File: src/rtl/core/rsq_pkg.sv
`default_nettype none
// ----------------------------------------------------------------------------
// rsq_pkg
// Shared types and constants of the r squared accumulator: controller states,
// command and status bundles between controller and datapath, result codes.
// ----------------------------------------------------------------------------
package rsq_pkg;

    localparam int R_W     = 32;
    localparam int STS_W   = 2;
    localparam int QUOT_BITS = 32;

    localparam logic [STS_W-1:0] STATUS_OK       = 2'd0;
    localparam logic [STS_W-1:0] STATUS_ZERO_VAR = 2'd1;
    localparam logic [STS_W-1:0] STATUS_OVERFLOW = 2'd2;

    // signed q15.16 codes
    localparam logic [R_W-1:0] R2_MINUS_ONE = 32'hFFFF_0000;
    localparam logic [R_W-1:0] R2_ONE       = 32'h0001_0000;
    localparam logic [R_W-1:0] R2_SAT_MIN   = 32'h8000_0000;
    // largest quotient that still fits after one minus q
    localparam logic [QUOT_BITS-1:0] Q_SAT_LIMIT = 32'h8001_0000;

    typedef enum logic [3:0] {
        ST_ACCUM,
        ST_DRAIN,
        ST_CHECK,
        ST_MUL_DEN,
        ST_MUL_SUM,
        ST_MUL_RES,
        ST_CMP,
        ST_DIV,
        ST_FINISH,
        ST_RESULT
    } ctl_state_t;

    typedef enum logic [1:0] {
        MUL_N_SUMSQ,
        MUL_SUM_SQ,
        MUL_N_RESSQ
    } mul_sel_t;

    typedef enum logic [1:0] {
        RES_OVERFLOW,
        RES_ZERO_VAR,
        RES_SATURATE,
        RES_QUOTIENT
    } res_kind_t;

    typedef struct packed {
        logic      in_take;
        logic      acc_clear;
        logic      mul_start;
        mul_sel_t  mul_sel;
        logic      den_load;
        logic      den_sub;
        logic      num_load;
        logic      div_init;
        logic      div_step;
        logic      res_set;
        res_kind_t res_kind;
        logic      out_load;
    } ctl_cmd_t;

    typedef struct packed {
        logic last_commit;
        logic overflow;
        logic mul_done;
        logic den_zero;
        logic quot_big;
        logic div_last;
        logic out_free;
    } dp_status_t;

endpackage
`default_nettype wire

File: src/rtl/core/rsq_datapath.sv
`default_nettype none
// ----------------------------------------------------------------------------
// rsq_datapath
// Sample pipeline with running sums, a shift-add multiplier shared by the
// three end-of-set products, a restoring divider and the result register.
// ----------------------------------------------------------------------------
module rsq_datapath import rsq_pkg::*; #(
    parameter int MAX_ITEMS   = 65536,
    parameter int SAMPLE_BITS = 16
) (
    input  wire                           aclk,
    input  wire                           aresetn,
    input  wire  signed [SAMPLE_BITS-1:0] in_true,
    input  wire  signed [SAMPLE_BITS-1:0] in_pred,
    input  wire                           in_last,
    input  wire  ctl_cmd_t                cmd,
    output dp_status_t                    sts,
    input  wire                           out_ready,
    output logic                          out_valid,
    output logic [R_W-1:0]                out_r_squared,
    output logic [STS_W-1:0]              out_status
);

    localparam int CW   = $clog2(MAX_ITEMS + 1);
    localparam int SUMW = SAMPLE_BITS + CW;
    localparam int SQW  = 2 * SAMPLE_BITS + CW;
    localparam int PW   = 2 * SAMPLE_BITS + 2 * CW;
    localparam int DSW  = PW + 33;
    localparam int QCW  = $clog2(QUOT_BITS);
    localparam logic [CW-1:0] MAX_CNT = CW'(MAX_ITEMS);

    // stage 1: captured samples
    logic                          v1_reg;
    logic                          last1_reg;
    logic signed [SAMPLE_BITS-1:0] t1_reg;
    logic signed [SAMPLE_BITS-1:0] p1_reg;

    // stage 2: squares
    logic                          v2_reg;
    logic                          last2_reg;
    logic signed [SAMPLE_BITS-1:0] t2_reg;
    logic [2*SAMPLE_BITS-1:0]      tt2_reg;
    logic [2*SAMPLE_BITS-1:0]      dd2_reg;

    logic signed [SAMPLE_BITS:0]     diff;
    logic signed [2*SAMPLE_BITS-1:0] tt_full;
    logic signed [2*SAMPLE_BITS+1:0] dd_full;

    // accumulators
    logic [CW-1:0]          count_reg;
    logic signed [SUMW-1:0] sum_reg;
    logic [SQW-1:0]         sumsq_reg;
    logic [SQW-1:0]         ressq_reg;
    logic                   overflow_reg;

    // end-of-set arithmetic
    logic [PW-1:0]        mcand_reg;
    logic [SUMW-1:0]      mplier_reg;
    logic [PW-1:0]        prod_reg;
    logic [PW-1:0]        den_reg;
    logic [DSW-1:0]       num_reg;
    logic [DSW-1:0]       dsh_reg;
    logic [QUOT_BITS-1:0] q_reg;
    logic [QCW-1:0]       step_reg;
    logic [R_W-1:0]       res_r_reg;
    logic [STS_W-1:0]     res_st_reg;
    logic [SUMW-1:0]      sum_mag;

    assign diff    = {t1_reg[SAMPLE_BITS-1], t1_reg} - {p1_reg[SAMPLE_BITS-1], p1_reg};
    assign tt_full = t1_reg * t1_reg;
    assign dd_full = diff * diff;
    assign sum_mag = sum_reg[SUMW-1] ? SUMW'(-sum_reg) : SUMW'(sum_reg);

    always_ff @(posedge aclk) begin
        if (!aresetn) begin
            v1_reg <= 1'b0;
            v2_reg <= 1'b0;
        end else begin
            v1_reg <= cmd.in_take;
            v2_reg <= v1_reg;
        end
    end

    always_ff @(posedge aclk) begin
        if (cmd.in_take) begin
            t1_reg    <= in_true;
            p1_reg    <= in_pred;
            last1_reg <= in_last;
        end
        t2_reg    <= t1_reg;
        last2_reg <= last1_reg;
        tt2_reg   <= tt_full;
        dd2_reg   <= dd_full[2*SAMPLE_BITS-1:0];
    end

    always_ff @(posedge aclk) begin
        if (!aresetn || cmd.acc_clear) begin
            count_reg    <= '0;
            sum_reg      <= '0;
            sumsq_reg    <= '0;
            ressq_reg    <= '0;
            overflow_reg <= 1'b0;
        end else if (v2_reg) begin
            if (count_reg == MAX_CNT) begin
                overflow_reg <= 1'b1;
            end else begin
                count_reg <= count_reg + 1'b1;
                sum_reg   <= sum_reg + SUMW'(t2_reg);
                sumsq_reg <= sumsq_reg + SQW'(tt2_reg);
                ressq_reg <= ressq_reg + SQW'(dd2_reg);
            end
        end
    end

    // shift-add multiplier, stops early once the multiplier runs out of ones
    always_ff @(posedge aclk) begin
        if (cmd.mul_start) begin
            prod_reg <= '0;
            case (cmd.mul_sel)
                MUL_N_SUMSQ: begin
                    mcand_reg  <= PW'(sumsq_reg);
                    mplier_reg <= SUMW'(count_reg);
                end
                MUL_SUM_SQ: begin
                    mcand_reg  <= PW'(sum_mag);
                    mplier_reg <= sum_mag;
                end
                MUL_N_RESSQ: begin
                    mcand_reg  <= PW'(ressq_reg);
                    mplier_reg <= SUMW'(count_reg);
                end
                default: begin
                    mcand_reg  <= '0;
                    mplier_reg <= '0;
                end
            endcase
        end else if (mplier_reg != '0) begin
            if (mplier_reg[0]) begin
                prod_reg <= prod_reg + mcand_reg;
            end
            mcand_reg  <= mcand_reg << 1;
            mplier_reg <= mplier_reg >> 1;
        end
    end

    // n*sumsq - sum^2, never negative
    always_ff @(posedge aclk) begin
        if (cmd.den_load) begin
            den_reg <= prod_reg;
        end else if (cmd.den_sub) begin
            den_reg <= den_reg - prod_reg;
        end
    end

    // restoring division of (a*2^17 + den) by 2*den, one quotient bit per cycle
    always_ff @(posedge aclk) begin
        if (cmd.num_load) begin
            num_reg <= DSW'({prod_reg, 17'b0}) + DSW'(den_reg);
        end else if (cmd.div_step) begin
            if (num_reg >= dsh_reg) begin
                num_reg <= num_reg - dsh_reg;
                q_reg   <= {q_reg[QUOT_BITS-2:0], 1'b1};
            end else begin
                q_reg   <= {q_reg[QUOT_BITS-2:0], 1'b0};
            end
            dsh_reg  <= dsh_reg >> 1;
            step_reg <= step_reg - 1'b1;
        end
        if (cmd.div_init) begin
            dsh_reg  <= DSW'({den_reg, 32'b0});
            q_reg    <= '0;
            step_reg <= QCW'(QUOT_BITS - 1);
        end
    end

    always_ff @(posedge aclk) begin
        if (cmd.res_set) begin
            case (cmd.res_kind)
                RES_OVERFLOW: begin
                    res_r_reg  <= R2_MINUS_ONE;
                    res_st_reg <= STATUS_OVERFLOW;
                end
                RES_ZERO_VAR: begin
                    res_r_reg  <= R2_MINUS_ONE;
                    res_st_reg <= STATUS_ZERO_VAR;
                end
                RES_SATURATE: begin
                    res_r_reg  <= R2_SAT_MIN;
                    res_st_reg <= STATUS_OK;
                end
                RES_QUOTIENT: begin
                    res_r_reg  <= (q_reg > Q_SAT_LIMIT) ? R2_SAT_MIN : R2_ONE - q_reg;
                    res_st_reg <= STATUS_OK;
                end
                default: begin
                    res_r_reg  <= R2_MINUS_ONE;
                    res_st_reg <= STATUS_OK;
                end
            endcase
        end
    end

    // output register
    always_ff @(posedge aclk) begin
        if (!aresetn) begin
            out_valid <= 1'b0;
        end else if (cmd.out_load) begin
            out_valid <= 1'b1;
        end else if (out_ready) begin
            out_valid <= 1'b0;
        end
    end

    always_ff @(posedge aclk) begin
        if (cmd.out_load) begin
            out_r_squared <= res_r_reg;
            out_status    <= res_st_reg;
        end
    end

    always_comb begin
        sts.last_commit = v2_reg && last2_reg;
        sts.overflow    = overflow_reg;
        sts.mul_done    = (mplier_reg == '0);
        sts.den_zero    = (den_reg == '0);
        sts.quot_big    = (num_reg >= {den_reg, 33'b0});
        sts.div_last    = (step_reg == '0);
        sts.out_free    = !out_valid || out_ready;
    end

endmodule
`default_nettype wire

File: src/rtl/core/rsq_controller.sv
`default_nettype none
// ----------------------------------------------------------------------------
// rsq_controller
// Sequencer: takes pairs until the last one, then steps the datapath via the
// overflow check, three products, zero-variance check, division and result.
// ----------------------------------------------------------------------------
module rsq_controller import rsq_pkg::*; (
    input  wire             aclk,
    input  wire             aresetn,
    input  wire             s_axis_tvalid,
    input  wire             s_axis_tlast,
    output logic            s_axis_tready,
    input  wire dp_status_t sts,
    output ctl_cmd_t        cmd
);

    ctl_state_t state_reg;
    ctl_state_t state_next;

    always_ff @(posedge aclk) begin
        if (!aresetn) begin
            state_reg <= ST_ACCUM;
        end else begin
            state_reg <= state_next;
        end
    end

    always_comb begin
        state_next    = state_reg;
        cmd           = '0;
        s_axis_tready = 1'b0;
        case (state_reg)
            ST_ACCUM: begin
                s_axis_tready = 1'b1;
                cmd.in_take   = s_axis_tvalid;
                if (s_axis_tvalid && s_axis_tlast) begin
                    state_next = ST_DRAIN;
                end
            end
            ST_DRAIN: begin
                if (sts.last_commit) begin
                    state_next = ST_CHECK;
                end
            end
            ST_CHECK: begin
                if (sts.overflow) begin
                    cmd.res_set  = 1'b1;
                    cmd.res_kind = RES_OVERFLOW;
                    state_next   = ST_RESULT;
                end else begin
                    cmd.mul_start = 1'b1;
                    cmd.mul_sel   = MUL_N_SUMSQ;
                    state_next    = ST_MUL_DEN;
                end
            end
            ST_MUL_DEN: begin
                if (sts.mul_done) begin
                    cmd.den_load  = 1'b1;
                    cmd.mul_start = 1'b1;
                    cmd.mul_sel   = MUL_SUM_SQ;
                    state_next    = ST_MUL_SUM;
                end
            end
            ST_MUL_SUM: begin
                if (sts.mul_done) begin
                    cmd.den_sub   = 1'b1;
                    cmd.mul_start = 1'b1;
                    cmd.mul_sel   = MUL_N_RESSQ;
                    state_next    = ST_MUL_RES;
                end
            end
            ST_MUL_RES: begin
                if (sts.mul_done) begin
                    if (sts.den_zero) begin
                        cmd.res_set  = 1'b1;
                        cmd.res_kind = RES_ZERO_VAR;
                        state_next   = ST_RESULT;
                    end else begin
                        cmd.num_load = 1'b1;
                        state_next   = ST_CMP;
                    end
                end
            end
            ST_CMP: begin
                // quotient of 2^32 or more saturates without dividing
                if (sts.quot_big) begin
                    cmd.res_set  = 1'b1;
                    cmd.res_kind = RES_SATURATE;
                    state_next   = ST_RESULT;
                end else begin
                    cmd.div_init = 1'b1;
                    state_next   = ST_DIV;
                end
            end
            ST_DIV: begin
                cmd.div_step = 1'b1;
                if (sts.div_last) begin
                    state_next = ST_FINISH;
                end
            end
            ST_FINISH: begin
                cmd.res_set  = 1'b1;
                cmd.res_kind = RES_QUOTIENT;
                state_next   = ST_RESULT;
            end
            ST_RESULT: begin
                if (sts.out_free) begin
                    cmd.out_load  = 1'b1;
                    cmd.acc_clear = 1'b1;
                    state_next    = ST_ACCUM;
                end
            end
            default: begin
                state_next = ST_ACCUM;
            end
        endcase
    end

endmodule
`default_nettype wire

File: src/rtl/core/r_squared_accumulator_unit.sv
`default_nettype none
// ----------------------------------------------------------------------------
// r_squared_accumulator_unit
// Coefficient of determination over sets of (true, predicted) sample pairs.
//
// Input stream: one pair per transaction, true and predicted value as signed
// fixed point samples in s_axis_tdata, s_axis_tlast marks the last pair of a
// set. Pairs are taken at one per cycle while a set is open.
// Output stream: one transaction per set, r squared as signed q15.16 in
// m_axis_tdata and the status code in m_axis_tuser (0 valid, 1 zero variance,
// 2 more pairs than MAX_ITEMS). Error results carry -1.0.
// After the last pair the input stalls while the result is computed: the
// sample pipeline drains, the overflow flag is checked, the shared shift-add
// multiplier forms its products with n, |sum| and n again as multiplier, each
// until the multiplier runs out of ones, then a compare, the restoring
// division and the forming and loading of the result lead to m_axis_tvalid.
// Overflow skips the products, compare and division; zero variance skips the
// latter two. The next set opens once the result sits in the output register;
// a stalled receiver holds it there, and a following result waits until it is
// taken. Reset (aresetn low, synchronous) clears sums and count, drops tvalid.
// ----------------------------------------------------------------------------
module r_squared_accumulator_unit import rsq_pkg::*; #(
    parameter int MAX_ITEMS   = 65536,
    parameter int SAMPLE_BITS = 16
) (
    input  wire                                        aclk,
    input  wire                                        aresetn,
    input  wire                                        s_axis_tvalid,
    output logic                                       s_axis_tready,
    // true_value, predicted_value
    input  wire  [((2*SAMPLE_BITS+7)/8)*8-1:0]         s_axis_tdata,
    input  wire                                        s_axis_tlast,
    output logic                                       m_axis_tvalid,
    input  wire                                        m_axis_tready,
    // r_squared
    output logic [R_W-1:0]                             m_axis_tdata,
    // status
    output logic [STS_W-1:0]                           m_axis_tuser
);

    ctl_cmd_t   cmd;
    dp_status_t sts;

    rsq_controller u_ctl (
        .aclk          (aclk),
        .aresetn       (aresetn),
        .s_axis_tvalid (s_axis_tvalid),
        .s_axis_tlast  (s_axis_tlast),
        .s_axis_tready (s_axis_tready),
        .sts           (sts),
        .cmd           (cmd)
    );

    rsq_datapath #(
        .MAX_ITEMS   (MAX_ITEMS),
        .SAMPLE_BITS (SAMPLE_BITS)
    ) u_dp (
        .aclk          (aclk),
        .aresetn       (aresetn),
        .in_true       (s_axis_tdata[SAMPLE_BITS-1:0]),
        .in_pred       (s_axis_tdata[2*SAMPLE_BITS-1:SAMPLE_BITS]),
        .in_last       (s_axis_tlast),
        .cmd           (cmd),
        .sts           (sts),
        .out_ready     (m_axis_tready),
        .out_valid     (m_axis_tvalid),
        .out_r_squared (m_axis_tdata),
        .out_status    (m_axis_tuser)
    );

endmodule
`default_nettype wire

File: config.mk
export PLATFORM = sky130hd
export DESIGN_NAME = r_squared_accumulator_unit
export DESIGN_NICKNAME = d
export VERILOG_FILES = /design/src/rtl/core/rsq_pkg.sv /design/src/rtl/core/rsq_datapath.sv /design/src/rtl/core/rsq_controller.sv /design/src/rtl/core/r_squared_accumulator_unit.sv
export SDC_FILE = /design/constraint.sdc
export NUM_CORES = 2
export LEC_CHECK = 0
export ABC_AREA = 1
export BUFFER_PORTS_ARGS = -buffer_cell sky130_fd_sc_hd__buf_4
export CORE_ASPECT_RATIO = 2
export CORE_MARGIN = 3
export CORE_UTILIZATION = 60
export CTS_CLUSTER_SIZE = 30
export DETAILED_ROUTE_END_ITERATION = 8
export PLACE_DENSITY_LB_ADDON = 0.2
export SYNTH_ARGS = -nofsm -noshare
export SYNTH_HDL_FRONTEND = slang
export SYNTH_SLANG_ARGS = --single-unit
File: constraint.sdc
create_clock -name aclk -period 15.3 [get_ports aclk]
set_input_delay 3.06 -clock aclk [delete_from_list [all_inputs] [get_ports aclk]]
set_output_delay 3.06 -clock aclk [all_outputs]
set_load 0.02 [all_outputs]
==> impl_metrics.tcl, run 1 <==
set metrics [dict create \
    dp_slack_ns 6.41 \
    place.gp.congestion 1.29 \
    die_x_um 264 \
    ys_types 69 \
    clock-root-buffer "clkbuf_16" \
    cts_hold_buf 0 \
    cts_buffers 80 \
    stop_error "[ERROR GRT-0116] Global routing finished with congestion. Check the congestion regions in the DRC Viewer." \
    dieHeight_um 522 \
    post_cts_buffers 0 \
    track_usage 0.696 \
    synth_cells 11100 \
    clockBufferDepth 3 \
    async_reset_ff_frac 0 \
    synth_nets 12300 \
    outcome "aborted with a tool error" \
    ios 73 \
    seq_area_frac_synth 0.254 \
    clock-sinks 800 \
    start_util 0.607 \
    grt_pass1_vias 97200 \
    hpwl_mm 303 \
    syn_area_per_cell_sq_um 7.18 \
    grt_start_max_net_pins 81 \
    grt_first_pass_wirelength_mm 722 \
    synth-edff-count 431 \
    cts_resized 0 \
    ys_warn_count 0 \
    ys.flop_type "edfxtp_1" \
    outcome.stop_stage "5_1_grt" \
    port_buffers 72 \
    ys_ff_latch 800 \
    netlist_area_sq_um 80000 \
    cts.htree.levels 3 \
    std_cell_rows 188 \
    grt-ovfl-total 1062 \
]
per-layer routing:
metal	global-route usage	GRT overflow
met5	0.183	2
met4	0.771	388
met1	0.636	14
met3	0.485	34
met2	0.939	624
synthesized netlist by cell type (109+ instances only):
library cell / n / area, sq um
o21ai_0: 748 / 3740
dfxtp_1: 369 / 7390
nor2_1: 1270 / 4770
nor3_1: 142 / 711
inv_1: 2095 / 7860
a21oi_1: 905 / 4530
o22ai_1: 143 / 895
nand2_1: 2175 / 8160
nand4_1: 122 / 763
ha_1: 626 / 7830
xor2_1: 188 / 1650
clkbuf_1: 109 / 409
xnor2_1: 121 / 1060
fa_1: 502 / 10000
nand3_1: 478 / 2390
edfxtp_1: 431 / 12900
metrics by stage:
step | cells | hold WS, ns | cell area, sq um | utilization
after global placement | 12800 | 0.329 | 82200 | 0.624
after floorplan | 11100 | 0.323 | 80000 | -
after detailed placement | 12800 | 0.343 | 82200 | 0.624
after CTS | 12900 | 0.360 | 84900 | 0.644
kinds of logic after synthesis:
logic type / count (synthesis) / synth area share
and+or+nand+nor: 4377 / 0.226
buffers and inverters: 2320 / 0.110
AOI/OAI and AO/OA: 2196 / 0.150
adders and majority gates: 1128 / 0.224
DFF: 800 / 0.254
xor gates and xnor gates: 313 / 0.0348
muxes: 1 / 0.000141
==> run 2, diff against run 1 <==
--- a/config.mk
+++ b/config.mk
@@ -7,12 +7,10 @@
 export LEC_CHECK = 0
 export ABC_AREA = 1
 export BUFFER_PORTS_ARGS = -buffer_cell sky130_fd_sc_hd__buf_4
-export CORE_ASPECT_RATIO = 2
 export CORE_MARGIN = 3
-export CORE_UTILIZATION = 60
-export CTS_CLUSTER_SIZE = 30
+export CORE_UTILIZATION = 40
 export DETAILED_ROUTE_END_ITERATION = 8
-export PLACE_DENSITY_LB_ADDON = 0.2
+export PLACE_DENSITY_LB_ADDON = 0.15
 export SYNTH_ARGS = -nofsm -noshare
 export SYNTH_HDL_FRONTEND = slang
 export SYNTH_SLANG_ARGS = --single-unit
==> run 2 against run 1 <==
  * The flow now finishes without violations
  * Area after synthesis unchanged
  * Synthesized cell count unchanged
==> impl_metrics.tcl, run 2 <==
set metrics [dict create \
    clock-sinks 800 \
    fmax_mhz 111 \
    tns_ns 0 \
    final_net_count 12300 \
    hold_depth 0 \
    final_cell_mix "nand2_1, inv_1, nor2_1, a21oi_1, o21ai_0" \
    synth_fa_ha_area_frac 0.224 \
    cts_hold_buf 0 \
    cts_resized 0 \
    path_class "reg2reg" \
    track_usage 0.301 \
    clkTransAtPathRegs_ns 0.06 \
    ys_ff_latch 800 \
    hpwl_mm 264 \
    fin_crit_ns 8.98 \
    yosys-top-cells-count "nand2_1, inv_1, nor2_1" \
    cp_data_required_time_ns 15.91 \
    reg2reg_slack_ns 6.32 \
    wl_per_cell_um 22.7 \
    yosys.area_share.simple 0.226 \
    worst_pin_slew_ns 1.27 \
    vias 75200 \
    outcome "finished clean" \
    muxShareOfSynthArea 0.000141 \
    cap_viol_max_count 0 \
    rsz0062_at_grt "no" \
    post-synth-top-count-cell "nand2_1" \
    viasPerCell 5.41 \
    reg2reg_from "u_dp.t1_reg[0]$_DFFE_PP_" \
    cts_tree "built" \
    cp_max_fo 17 \
    worstRegToRegCells 29 \
    seq_area_frac_synth 0.254 \
    setup_violations 0 \
    synth_cells 11100 \
    slowest_stage "edfxtp_1" \
    area_delta_synth_final_pct 8.84 \
    core_area_sq_um 198000 \
    antenna_found_initial 7 \
    dr.pass1.iters 6 \
    ant_nets 0 \
    clockBufferDepth 3 \
    grt_pass1_vias 74800 \
    crit_top_cell "inv_1" \
    ys.flop_type "edfxtp_1" \
    worst_hold_slack_ns 0.348 \
    max_stage_delay_ns 0.73 \
    grt-ovfl-total 0 \
    synth_nets 12300 \
    worstPathArrival_ns 9.59 \
    placed_cells 13700 \
    async_reset_ff_frac 0 \
    finalNonFillerCells 13900 \
    yosysTopAreaCell "edfxtp_1" \
    clock-root-buffer "clkbuf_16" \
    die_area_sq_um 205000 \
    synth_area_leaders "edfxtp_1, fa_1, nand2_1" \
    fin_crit_sh 0.587 \
    ios 73 \
    synth_top_family_by_area "simple AND/OR/NAND/NOR gates" \
    std_cell_rows 163 \
    startpoint_type "register" \
    clk_latency_ns 0.80 \
    syn_area_per_cell_sq_um 7.18 \
    critPathCaptureType "register" \
    synth_xor_area_frac 0.0348 \
    synth-compound-area-share 0.150 \
    die_x_um 453 \
    dieHeight_um 453 \
    synth-edff-count 431 \
    cp-startpoint "u_dp.t1_reg[0]$_DFFE_PP_" \
    max_slew_margin 0.153 \
    r2r-end "u_dp.dd2_reg[29]$_DFF_P_" \
    fin_skew_ns 0.0736 \
    netlist_area_sq_um 80000 \
    fillers 20700 \
    grt_first_pass_wirelength_mm 470 \
    final_util 0.440 \
    cts_buffers 102 \
    cts.htree.levels 3 \
    final_common_cell "nand2_1" \
    drtIter0Drc 5973 \
    ys_types 69 \
    port_buffers 72 \
    crit_end "u_dp.dd2_reg[29]$_DFF_P_" \
    grt_start_max_net_pins 79 \
    holdCritPathClass "reg2reg" \
    drcViolationCount 0 \
    ys_warn_count 0 \
    wl_mm 315 \
    place.gp.congestion 1.07 \
    hold_violations 0 \
    synth.top_cell.area_share 0.162 \
    post_cts_buffers 0 \
    largest_reg_flops 99 \
    drive_gt1_frac 0.0359 \
    drv_slew 0 \
    start_util 0.404 \
]
-- run 2: cell counts after synthesis --
No cell type changed its count.
-- run 2: metrics by stage --
step / worst slack [ns] / instance area (sq um)
3_5_place_dp: 6.39 / 83500
5_1_grt: 5.71 / 87000
2_1_floorplan: 7.87 / 80000
3_3_place_gp: 6.51 / 83500
6_report: 6.32 / 87000
4_1_cts: 6.37 / 87000
-- run 2: routing by layer --
layer / up-vias / track usage / wire length (um)
li1: 36200 / - / -
met1: 36000 / 0.379 / 132000
met4: 4 / 0.147 / 18400
met3: 579 / 0.0348 / 17000
met2: 2366 / 0.512 / 148000
met5: - / 0 / 33
-- run 2: cells by family (layout without fill, tap and decap cells) --
kind of cell,count (synthesis),in the layout
compound gates,2196,2196
xor+xnor,313,313
fa+ha+maj,1128,1128
buf+inv,2320,2439
flops,800,800
mux,1,1
other cells,0,5
simple gates,4377,4377
-- run 2: worst min-delay path by stage --
stage	endpoint	from
after detailed placement	u_dp.last2_reg$_DFF_P_	u_dp.last1_reg$_DFFE_PP_
after CTS	u_dp.last2_reg$_DFF_P_	u_dp.last1_reg$_DFFE_PP_
after floorplan	u_dp.last2_reg$_DFF_P_	u_dp.last1_reg$_DFFE_PP_
after global placement	u_dp.last2_reg$_DFF_P_	u_dp.last1_reg$_DFFE_PP_
final	u_dp.last2_reg$_DFF_P_	u_dp.last1_reg$_DFFE_PP_
after global routing	u_dp.last2_reg$_DFF_P_	u_dp.last1_reg$_DFFE_PP_
-- run 2: cell type report --
type,count,area [sq um],share of cell area
Multi-Input combinational cell,8015,50900,0.584
Sequential cell,800,20300,0.234
Inverter,2110,7930,0.0911
Tap cell,2640,3300,0.0379
Clock buffer,142,2950,0.0339
Timing Repair Buffer,136,1020,0.0117
Clock inverter,51,622,0.00714
Antenna cell,5,12.5,0.000144
-- run 2: critical path, delay by kind of cell (launching register included) --
family	cells	cell delay, ns
flip-flops	1	0.73
buffers and inverters	8	1.06
AO/OA/AOI/OAI	8	1.64
AND/OR/NAND/NOR	2	0.55
XOR/XNOR	2	0.77
adder cells (fa/ha/maj)	9	4.12
Power of run 2 is not shown: default switching activity piles up to over one toggle a cycle in this logic, so the estimate is an artifact.
